[src/rtl/trtp_pkg.sv]
// Package for the tagged record table parser: phase codes, result kinds,
// error codes, register indexes, tags and the result beat type.
// No dependencies.
package trtp_pkg;

  typedef enum logic [6:0] {
    PH_IDLE = 7'b0000001,
    PH_HDR  = 7'b0000010,
    PH_REC  = 7'b0000100,
    PH_NAME = 7'b0001000,
    PH_PAD  = 7'b0010000,
    PH_GOB  = 7'b0100000,
    PH_DONE = 7'b1000000
  } phase_t;

  localparam logic [1:0] RK_CHAR    = 2'd0;
  localparam logic [1:0] RK_RECORD  = 2'd1;
  localparam logic [1:0] RK_SUCCESS = 2'd2;
  localparam logic [1:0] RK_ERROR   = 2'd3;

  localparam logic [3:0] ERR_TOO_SMALL    = 4'd0;
  localparam logic [3:0] ERR_HEADER_WORD  = 4'd1;
  localparam logic [3:0] ERR_NO_TER       = 4'd2;
  localparam logic [3:0] ERR_COUNT_LIMIT  = 4'd3;
  localparam logic [3:0] ERR_COUNT_SPACE  = 4'd4;
  localparam logic [3:0] ERR_REC_TRUNC    = 4'd5;
  localparam logic [3:0] ERR_NONPRINTABLE = 4'd6;
  localparam logic [3:0] ERR_NAME_LONG    = 4'd7;
  localparam logic [3:0] ERR_UNTERMINATED = 4'd8;
  localparam logic [3:0] ERR_EMPTY_NAME   = 4'd9;
  localparam logic [3:0] ERR_PAD_PAST_END = 4'd10;
  localparam logic [3:0] ERR_NO_GOB       = 4'd11;

  localparam logic [1:0] REG_STREAM_LENGTH   = 2'd0;
  localparam logic [1:0] REG_HEADER_WORD     = 2'd1;
  localparam logic [1:0] REG_MAX_RECORDS     = 2'd2;
  localparam logic [1:0] REG_MAX_NAME_LENGTH = 2'd3;

  localparam logic [31:0] HEADER_WORD_RESET = 32'd70;
  localparam logic [20:0] MAX_RECORDS_RESET = 21'h10_0000;
  localparam logic [12:0] MAX_NAME_RESET    = 13'd4096;

  localparam logic [31:0] TAG_TER    = 32'h3A52_4554;
  localparam logic [31:0] TAG_GOB    = 32'h3A42_4F47;
  localparam logic [31:0] MIN_LENGTH = 32'd16;
  localparam logic [7:0]  CHAR_LO    = 8'h20;
  localparam logic [7:0]  CHAR_HI    = 8'h7E;

  typedef struct packed {
    logic [1:0]  kind;
    logic [7:0]  name_char;
    logic [31:0] record_kind;
    logic [31:0] record_index;
    logic [12:0] name_length;
    logic [31:0] offset;
    logic        pad_nonzero;
    logic [20:0] nonzero_pad_records;
    logic [3:0]  error_code;
    logic        last;
  } result_t;

  function automatic result_t error_result(input logic [3:0] code);
    result_t r;
    r = '0;
    r.kind = RK_ERROR;
    r.error_code = code;
    return r;
  endfunction

endpackage

[src/rtl/tagged_record_table_parser_core.sv]
// Top level of the tagged record table parser: byte-wise parse logic,
// configuration registers and a four-entry result queue.
// Depends on trtp_pkg.

// Takes one buffer byte per beat, one beat per cycle, and parses it in a single
// registered step. A byte gives zero, one or two result beats; they go into a
// four-entry result queue, and the input is stalled while the queue holds more
// than two entries, so the sustained rate is one byte per cycle as long as the
// output side takes one result per cycle. Each result is registered into the
// queue and reaches the output behind any earlier queued beats. The configuration
// registers may be written between bytes; the current stream_length is used as is.
module tagged_record_table_parser_core
  import trtp_pkg::*;
#(
  parameter int OFFSET_BITS = 32
) (
  input  logic        clk,
  input  logic        rst,
  input  logic        cfg_write,
  input  logic [1:0]  cfg_index,
  input  logic [31:0] cfg_data,
  input  logic        in_valid,
  output logic        in_stall,
  input  logic [7:0]  data_byte,
  input  logic        first,
  output logic        out_valid,
  input  logic        out_stall,
  output logic [1:0]  result_kind,
  output logic [7:0]  name_char,
  output logic [31:0] record_kind,
  output logic [31:0] record_index,
  output logic [12:0] name_length,
  output logic [31:0] offset,
  output logic        pad_nonzero,
  output logic [20:0] nonzero_pad_records,
  output logic [3:0]  error_code,
  output logic        last_of_run
);

  localparam int OFF_KEEP = (OFFSET_BITS < 32) ? OFFSET_BITS : 32;
  localparam logic [31:0] OFF_MASK = 32'hFFFF_FFFF >> (32 - OFF_KEEP);
  localparam int POS_W = 34;
  localparam int DEPTH = 4;
  localparam int PTR_W = $clog2(DEPTH);

  // configuration
  logic [31:0] stream_length;
  logic [31:0] header_word;
  logic [20:0] max_records;
  logic [12:0] max_name_length;

  // parse state
  phase_t      phase;
  logic [POS_W-1:0] position;
  logic [23:0] word_assembly;
  logic [31:0] kind_latch;
  logic [31:0] index_latch;
  logic [20:0] declared_count;
  logic [20:0] records_done;
  logic [12:0] name_chars;
  logic [31:0] name_base;
  logic        pad_seen_nonzero;
  logic [20:0] nonzero_pad_total;
  logic [2:0]  sub_count;
  logic [1:0]  pad_left;

  phase_t      phase_next;
  logic [POS_W-1:0] position_next;
  logic [23:0] word_assembly_next;
  logic [31:0] kind_latch_next;
  logic [31:0] index_latch_next;
  logic [20:0] declared_count_next;
  logic [20:0] records_done_next;
  logic [12:0] name_chars_next;
  logic [31:0] name_base_next;
  logic        pad_seen_nonzero_next;
  logic [20:0] nonzero_pad_total_next;
  logic [2:0]  sub_count_next;
  logic [1:0]  pad_left_next;

  result_t     res [2];
  logic [1:0]  n_res;

  // result queue
  result_t     queue [DEPTH];
  logic [PTR_W-1:0] wr_ptr;
  logic [PTR_W-1:0] rd_ptr;
  logic [PTR_W:0]   fifo_count;

  logic accept;
  logic pop;

  assign in_stall  = fifo_count > (PTR_W+1)'(DEPTH - 2);
  assign accept    = in_valid && !in_stall;
  assign out_valid = fifo_count != '0;
  assign pop       = out_valid && !out_stall;

  always_ff @(posedge clk) begin
    if (rst) begin
      stream_length   <= '0;
      header_word     <= HEADER_WORD_RESET;
      max_records     <= MAX_RECORDS_RESET;
      max_name_length <= MAX_NAME_RESET;
    end else if (cfg_write) begin
      case (cfg_index)
        REG_STREAM_LENGTH:   stream_length   <= cfg_data;
        REG_HEADER_WORD:     header_word     <= cfg_data;
        REG_MAX_RECORDS:     max_records     <= cfg_data[20:0];
        REG_MAX_NAME_LENGTH: max_name_length <= cfg_data[12:0];
        default: ;
      endcase
    end
  end

  always_comb begin
    logic [POS_W-1:0] p;
    logic [POS_W-1:0] p1;
    logic [POS_W:0]   len_w;
    logic [POS_W:0]   aligned;
    logic [31:0]      word;
    logic [1:0]       idx;
    logic [20:0]      cnt21;
    logic [24:0]      cnt9;
    logic             active;
    logic             do_finish;
    logic             do_begin;
    result_t          rec;

    phase_next             = phase;
    position_next          = position;
    word_assembly_next     = word_assembly;
    kind_latch_next        = kind_latch;
    index_latch_next       = index_latch;
    declared_count_next    = declared_count;
    records_done_next      = records_done;
    name_chars_next        = name_chars;
    name_base_next         = name_base;
    pad_seen_nonzero_next  = pad_seen_nonzero;
    nonzero_pad_total_next = nonzero_pad_total;
    sub_count_next         = sub_count;
    pad_left_next          = pad_left;
    res[0]    = '0;
    res[1]    = '0;
    n_res     = '0;
    do_finish = 1'b0;
    do_begin  = 1'b0;
    active    = 1'b0;
    rec       = '0;
    len_w     = {3'b000, stream_length};
    aligned   = '0;
    cnt21     = '0;
    cnt9      = '0;

    if (first) begin
      phase_next             = PH_HDR;
      position_next          = '0;
      word_assembly_next     = '0;
      kind_latch_next        = '0;
      index_latch_next       = '0;
      declared_count_next    = '0;
      records_done_next      = '0;
      name_chars_next        = '0;
      name_base_next         = '0;
      pad_seen_nonzero_next  = 1'b0;
      nonzero_pad_total_next = '0;
      sub_count_next         = '0;
      pad_left_next          = '0;
      if (stream_length < MIN_LENGTH) begin
        res[0]     = error_result(ERR_TOO_SMALL);
        n_res      = 2'd1;
        phase_next = PH_DONE;
      end else begin
        active = 1'b1;
      end
    end else if (phase != PH_IDLE && phase != PH_DONE) begin
      active = 1'b1;
    end

    p    = position_next;
    p1   = p + POS_W'(1);
    idx  = (phase_next == PH_HDR) ? p[1:0] : sub_count_next[1:0];
    word = {data_byte, word_assembly_next};

    if (active) begin
      if (idx != 2'd3 && (phase_next == PH_HDR || phase_next == PH_REC ||
                          phase_next == PH_GOB)) begin
        word_assembly_next[8*idx +: 8] = data_byte;
      end
      case (phase_next)
        PH_HDR: begin
          if (p == POS_W'(3)) begin
            word_assembly_next = '0;
            if (word != header_word) begin
              res[n_res[0]] = error_result(ERR_HEADER_WORD);
              n_res = n_res + 2'd1;
              phase_next = PH_DONE;
            end
          end else if (p == POS_W'(7)) begin
            word_assembly_next = '0;
            if (word != TAG_TER) begin
              res[n_res[0]] = error_result(ERR_NO_TER);
              n_res = n_res + 2'd1;
              phase_next = PH_DONE;
            end
          end else if (p == POS_W'(11)) begin
            word_assembly_next = '0;
            cnt21 = word[20:0];
            cnt9  = 25'({cnt21, 3'b000}) + 25'(cnt21);
            if (word > {11'b0, max_records}) begin
              res[n_res[0]] = error_result(ERR_COUNT_LIMIT);
              n_res = n_res + 2'd1;
              phase_next = PH_DONE;
            end else if (stream_length >= 32'd12 &&
                         {7'b0, cnt9} > stream_length - 32'd12) begin
              res[n_res[0]] = error_result(ERR_COUNT_SPACE);
              n_res = n_res + 2'd1;
              phase_next = PH_DONE;
            end else begin
              declared_count_next = cnt21;
              do_begin = 1'b1;
            end
          end
        end
        PH_REC: begin
          if (sub_count_next == 3'd3) begin
            kind_latch_next    = word;
            word_assembly_next = '0;
          end else if (sub_count_next == 3'd7) begin
            index_latch_next      = word;
            word_assembly_next    = '0;
            name_chars_next       = '0;
            name_base_next        = p1[31:0];
            pad_seen_nonzero_next = 1'b0;
            if ({1'b0, p1} >= len_w) begin
              res[n_res[0]] = error_result(ERR_UNTERMINATED);
              n_res = n_res + 2'd1;
              phase_next = PH_DONE;
            end else begin
              phase_next = PH_NAME;
            end
          end
          sub_count_next = sub_count_next + 3'd1;
        end
        PH_NAME: begin
          if (data_byte == 8'd0) begin
            aligned = ({1'b0, p} + (POS_W+1)'(4)) & ~(POS_W+1)'(3);
            if (name_chars_next == '0) begin
              res[n_res[0]] = error_result(ERR_EMPTY_NAME);
              n_res = n_res + 2'd1;
              phase_next = PH_DONE;
            end else if (aligned > len_w) begin
              res[n_res[0]] = error_result(ERR_PAD_PAST_END);
              n_res = n_res + 2'd1;
              phase_next = PH_DONE;
            end else if (aligned == {1'b0, p1}) begin
              do_finish = 1'b1;
            end else begin
              pad_left_next = 2'(aligned - {1'b0, p1});
              phase_next    = PH_PAD;
            end
          end else if (data_byte < CHAR_LO || data_byte > CHAR_HI) begin
            res[n_res[0]] = error_result(ERR_NONPRINTABLE);
            n_res = n_res + 2'd1;
            phase_next = PH_DONE;
          end else if (name_chars_next >= max_name_length) begin
            res[n_res[0]] = error_result(ERR_NAME_LONG);
            n_res = n_res + 2'd1;
            phase_next = PH_DONE;
          end else begin
            rec           = '0;
            rec.kind      = RK_CHAR;
            rec.name_char = data_byte;
            res[n_res[0]] = rec;
            n_res = n_res + 2'd1;
            name_chars_next = name_chars_next + 13'd1;
            if ({1'b0, p1} >= len_w) begin
              res[n_res[0]] = error_result(ERR_UNTERMINATED);
              n_res = n_res + 2'd1;
              phase_next = PH_DONE;
            end
          end
        end
        PH_PAD: begin
          if (data_byte != 8'd0) pad_seen_nonzero_next = 1'b1;
          if (pad_left_next != 2'd0) pad_left_next = pad_left_next - 2'd1;
          if (pad_left_next == 2'd0) do_finish = 1'b1;
        end
        PH_GOB: begin
          if (sub_count_next[1:0] == 2'd3) begin
            word_assembly_next = '0;
            if (word != TAG_GOB) begin
              res[n_res[0]] = error_result(ERR_NO_GOB);
              n_res = n_res + 2'd1;
              phase_next = PH_DONE;
            end else begin
              rec        = '0;
              rec.kind   = RK_SUCCESS;
              rec.offset = (p[31:0] - 32'd3) & OFF_MASK;
              res[n_res[0]] = rec;
              n_res = n_res + 2'd1;
              phase_next = PH_DONE;
            end
          end
          sub_count_next = sub_count_next + 3'd1;
        end
        default: ;
      endcase

      if (do_finish) begin
        records_done_next = records_done_next + 21'd1;
        if (pad_seen_nonzero_next) nonzero_pad_total_next = nonzero_pad_total_next + 21'd1;
        rec                     = '0;
        rec.kind                = RK_RECORD;
        rec.record_kind         = kind_latch_next;
        rec.record_index        = index_latch_next;
        rec.name_length         = name_chars_next;
        rec.offset              = name_base_next & OFF_MASK;
        rec.pad_nonzero         = pad_seen_nonzero_next;
        rec.nonzero_pad_records = nonzero_pad_total_next;
        res[n_res[0]] = rec;
        n_res = n_res + 2'd1;
        do_begin = 1'b1;
      end

      if (do_begin) begin
        word_assembly_next = '0;
        sub_count_next     = '0;
        if (records_done_next >= declared_count_next) begin
          if ({1'b0, p1} + (POS_W+1)'(4) > len_w) begin
            res[n_res[0]] = error_result(ERR_NO_GOB);
            n_res = n_res + 2'd1;
            phase_next = PH_DONE;
          end else begin
            phase_next = PH_GOB;
          end
        end else if ({1'b0, p1} + (POS_W+1)'(8) > len_w) begin
          res[n_res[0]] = error_result(ERR_REC_TRUNC);
          n_res = n_res + 2'd1;
          phase_next = PH_DONE;
        end else begin
          phase_next = PH_REC;
        end
      end

      position_next = p1;
    end

    if (n_res == 2'd1) res[0].last = 1'b1;
    if (n_res == 2'd2) res[1].last = 1'b1;
  end

  always_ff @(posedge clk) begin
    if (rst) begin
      phase             <= PH_IDLE;
      position          <= '0;
      word_assembly     <= '0;
      kind_latch        <= '0;
      index_latch       <= '0;
      declared_count    <= '0;
      records_done      <= '0;
      name_chars        <= '0;
      name_base         <= '0;
      pad_seen_nonzero  <= 1'b0;
      nonzero_pad_total <= '0;
      sub_count         <= '0;
      pad_left          <= '0;
    end else if (accept) begin
      phase             <= phase_next;
      position          <= position_next;
      word_assembly     <= word_assembly_next;
      kind_latch        <= kind_latch_next;
      index_latch       <= index_latch_next;
      declared_count    <= declared_count_next;
      records_done      <= records_done_next;
      name_chars        <= name_chars_next;
      name_base         <= name_base_next;
      pad_seen_nonzero  <= pad_seen_nonzero_next;
      nonzero_pad_total <= nonzero_pad_total_next;
      sub_count         <= sub_count_next;
      pad_left          <= pad_left_next;
    end
  end

  // result queue
  always_ff @(posedge clk) begin
    if (accept && n_res != 2'd0) queue[wr_ptr] <= res[0];
    if (accept && n_res == 2'd2) queue[wr_ptr + PTR_W'(1)] <= res[1];
  end

  always_ff @(posedge clk) begin
    if (rst) begin
      wr_ptr     <= '0;
      rd_ptr     <= '0;
      fifo_count <= '0;
    end else begin
      if (accept) wr_ptr <= wr_ptr + PTR_W'(n_res);
      if (pop) rd_ptr <= rd_ptr + PTR_W'(1);
      fifo_count <= fifo_count + (accept ? (PTR_W+1)'(n_res) : '0)
                    - (PTR_W+1)'(pop);
    end
  end

  assign result_kind         = queue[rd_ptr].kind;
  assign name_char           = queue[rd_ptr].name_char;
  assign record_kind         = queue[rd_ptr].record_kind;
  assign record_index        = queue[rd_ptr].record_index;
  assign name_length         = queue[rd_ptr].name_length;
  assign offset              = queue[rd_ptr].offset;
  assign pad_nonzero         = queue[rd_ptr].pad_nonzero;
  assign nonzero_pad_records = queue[rd_ptr].nonzero_pad_records;
  assign error_code          = queue[rd_ptr].error_code;
  assign last_of_run         = queue[rd_ptr].last;

  a_queue_bound: assert property (@(posedge clk) disable iff (rst)
    fifo_count <= (PTR_W+1)'(DEPTH))
    else $error("result queue overflow");

  a_result_shows: assert property (@(posedge clk) disable iff (rst)
    (accept && n_res != 2'd0) |=> out_valid)
    else $error("result beat lost");

  a_record_open: assert property (@(posedge clk) disable iff (rst)
    (phase == PH_NAME || phase == PH_PAD) |-> records_done < declared_count)
    else $error("record in progress beyond declared count");

  a_pad_due: assert property (@(posedge clk) disable iff (rst)
    (phase == PH_PAD) |-> pad_left != 2'd0)
    else $error("padding phase with nothing due");

  a_error_last: assert property (@(posedge clk) disable iff (rst)
    (out_valid && result_kind == RK_ERROR) |-> last_of_run)
    else $error("error beat not last of run");

endmodule

[config.mk]
export PLATFORM = sky130hd
export DESIGN_NAME = tagged_record_table_parser_core
export DESIGN_NICKNAME = d
export VERILOG_FILES = /design/src/rtl/trtp_pkg.sv /design/src/rtl/tagged_record_table_parser_core.sv
export SDC_FILE = /design/constraint.sdc
export NUM_CORES = 2
export LEC_CHECK = 0
export ABC_AREA = 1
export CORE_MARGIN = 10
export CORE_UTILIZATION = 35
export DETAILED_ROUTE_END_ITERATION = 16
export DONT_BUFFER_PORTS = 1
export GPL_TIMING_DRIVEN = 0
export PLACE_DENSITY = 0.55
export SETUP_SLACK_MARGIN = 0.02
export SKIP_LAST_GASP = 1
export SLEW_MARGIN = 25
export SYNTH_ARGS = -nofsm -noshare
export SYNTH_HDL_FRONTEND = slang
export SYNTH_SLANG_ARGS = --single-unit
[constraint.sdc]
create_clock -name clk -period 19.9 [get_ports clk]
set_clock_uncertainty 0.1 [all_clocks]
set_input_delay 3.98 -clock clk [delete_from_list [all_inputs] [get_ports clk]]
set_output_delay 3.98 -clock clk [all_outputs]
set_load 0.05 [all_outputs]
==> impl_metrics.yaml <==
drt:
  viasPerCell: 5.61
  drc_errors: 0
  vias: 60500
  antenna_left: 0
  wl_per_cell_um: 25.1
  drt-pass1-iter-count: 8
  first_iter_violations: 7156
  finalWirelength_um: 270000
floorplan:
  die_area_um2: 189000
  fp.dieH_um: 435
  die_w_um: 435
  rows: 152
  start_util_pct: 35.2
  core-area_um2: 171000
  ioPinCount: 196
worst_setup_path:
  crit_family: "simple AND/OR/NAND/NOR gates"
  reg2reg_to: "queue[2][76]$_DFFE_PP_"
  reg2reg_depth: 57
  cp-end-kind: "flip-flop"
  cp.depth: 59
  reg2reg_slack_ns: 7.64
  timing.rr.start: "word_assembly[3]$_SDFFE_PP0P_"
  crit_arrival_ns: 16.36
  slowest_delay_ns: 0.87
  cp_slowest_cell: "nor2_2"
  cp-endpoint: "queue[2][76]$_DFFE_PP_"
  timing.critical_path.mode_cell: "nand2_1"
  startpoint_type: "input port"
  crit_required_ns: 20.26
  critPathBufInv: 14
  path_max_fanout: 36
  cp-startpoint: "first"
  path_class: "in2reg"
sta:
  min_period_ns: 15.99
  period_share_pct: 80.4
  holdWs_ns: 0.365
  rsz0062_at_grt: "false"
  slew_headroom_pct: 15.7
  finalHoldViolations: 0
  maxSlewViolCount: 0
  max_freq_mhz: 62.5
  setup_viol: 0
  worst_pin_slew_ns: 1.25
cts:
  cts_max_level: 3
  clock-root-buffer: "clkbuf_16"
  cts.path.max_buffers: 3
  worstSkewPairLatency_ns: 0.79
  hold_buffers: 0
  cts_resized: 0
  cts_setup_buffers: 0
  cts_tree: "yes"
  clk_transition_reported_paths_ns: 0.06
  clock-sinks: 934
  cts_buffers: 109
synth:
  seq_area_frac_synth_pct: 40.7
  synth_cell_types: 69
  syn_area_um2: 60200
  synth_mux_area_share_pct: 0
  synth_top_area_cell: "edfxtp_1"
  synth_xor_area_share_pct: 2.99
  ys_warn_count: 0
  async_flop_share_pct: 0
  ys.flop_type: "edfxtp_1"
  synth_edf_count: 584
  post_synth.cell_area_avg_um2: 7.33
  yosys.area_share.simple_pct: 29.3
  synth_adder_area_share_pct: 5.08
  synth_area_leaders: "edfxtp_1 (29%), nand2_1 (13%), dfxtp_1 (12%)"
  synthCells: 8215
  ys_ff_latch: 934
  synth_top_family_by_area: "simple AND/OR/NAND/NOR gates"
  synth_compound_area_share_pct: 13.8
  yosysTopAreaCellShare_pct: 29.1
global_routing:
  grt_use_total_pct: 27.0
  grt_pass1_wl_um: 386000
  grt_pass1_vias: 56500
  antenna_found_initial: 21
  overflow: 0
  grt_max_degree: 43
pwr:
  power_per_cell_area_nw_per_um2: 86.3
  irDropWorstVdd_mv: 0.0817
  cellLeakagePower_nw: 27.3
final_layout:
  drive_gt1_share_pct: 8.40
  nFillCells: 17800
  final_nets: 8651
  syn_to_final_growth_pct: 13.5
  utilization_pct: 39.9
run:
  drv_cap: 0
placement:
  gp_congestion: 0.988
  port_buffers: 0
  dpl.hpwl_um: 204000
run_status:
  run_status: "complete, no violations"
worst_hold_path:
  hold_path.class: "reg2reg"
power by group:
part | switching [mW] | internal, mW | total [mW]
Clock | 0.899 | 1.23 | 2.13
Combinational | 1.37 | 0.288 | 1.65
Sequential | 0.0272 | 2.09 | 2.11
Total | 2.29 | 3.61 | 5.90
layout make-up:
class,instances,area (um^2),share of cell area (%)
flip-flops and latches,934,24500,35.9
clock buffers,150,3050,4.46
inverters,632,2380,3.48
diodes,6,15.0,0.0220
plain buffers,486,2530,3.71
well taps,2310,2890,4.23
multi-input cells,6166,31700,46.3
repair buffers,30,578,0.845
clock inverters,55,692,1.01
layer usage:
metal	global-route usage, %	up-vias	share of wire [%]
met2	43.2	2974	45
met4	12.9	8	5.3
met5	0	-	0.019
met1	35.1	29100	41
li1	-	27800	-
met3	4.88	580	9.0
cell usage in the layout (no fill, tap or decap), drive strengths merged, types with 40 or more instances in the layout:
cell type / instances
a21oi: 447
a31oi: 55
buf: 185
clkbuf: 476
clkinv: 40
dfxtp: 350
edfxtp: 584
ha: 243
inv: 632
nand2: 2200
nand3: 596
nand4: 86
nor2: 1122
nor3: 93
o211ai: 72
o21ai: 681
o22ai: 194
or2: 51
xor2: 173
worst min-delay path by stage:
stage	start	end	slack, ns	depth (start not counted)
6_report	declared_count[8]$_SDFFE_PP0P_	declared_count[8]$_SDFFE_PP0P_	0.36	2
2_1_floorplan	max_name_length[10]$_SDFFE_PP0P_	max_name_length[10]$_SDFFE_PP0P_	0.34	2
4_1_cts	name_base[16]$_SDFFE_PP0P_	name_base[16]$_SDFFE_PP0P_	0.36	2
3_5_place_dp	index_latch[1]$_SDFFE_PP0P_	index_latch[1]$_SDFFE_PP0P_	0.36	2
5_1_grt	name_base[14]$_SDFFE_PP0P_	name_base[14]$_SDFFE_PP0P_	0.38	2
3_3_place_gp	max_records[12]$_SDFFE_PP0P_	max_records[12]$_SDFFE_PP0P_	0.35	2
tightest hold or removal path: cells and delay by family (launching register included):
kind / cells / cell delay, ns
AND/OR/NAND/NOR: 1 / 0.06
flip-flops: 1 / 0.31
AO/OA/AOI/OAI: 1 / 0.05
flip-flops by register name, indices dropped and copies added (netlist names), 24 cells and up, named ones only:
| signal | count |
|---|---|
| header_word | 32 |
| index_latch | 32 |
| kind_latch | 32 |
| name_base | 32 |
| position | 34 |
| queue | 584 |
| stream_length | 32 |
| word_assembly | 24 |
synthesized netlist by cell type (all sizes together) (29+ instances only):
master and n:
nand3 596, clkbuf 326, o21ai 681, a21oi 447
or2 51, o22ai 194, o211ai 72, dfxtp 350
nor2 1122, xor2 173, nor4 29, buf 155
nand2 2200, inv 627, edfxtp 584, a31oi 55
ha 243, nor3 93, nand4 86, xnor2 30
through the flow:
step / TNS (ns) / cells / total power [mW] / setup WS, ns / cell area, um^2
6_report: 0 / 10800 / 5.90 / 3.91 / 68400
5_1_grt: 0 / 10800 / 6.06 / 3.40 / 68400
4_1_cts: 0 / 10800 / 5.89 / 4.31 / 68300
3_5_place_dp: 0 / 10600 / 3.78 / 3.51 / 64500
3_3_place_gp: -1344.24 / 10500 / 3.71 / -2.37 / 63100
2_1_floorplan: 0 / 8218 / 3.17 / 5.07 / 60300
kinds of logic after synthesis:
group	count (synthesis)
xor+xnor	203
flops	934
fa+ha+maj	244
simple gates	4197
other cells	1
buf+inv	1118
compound gates	1518
(Power assumes the default switching activity.)
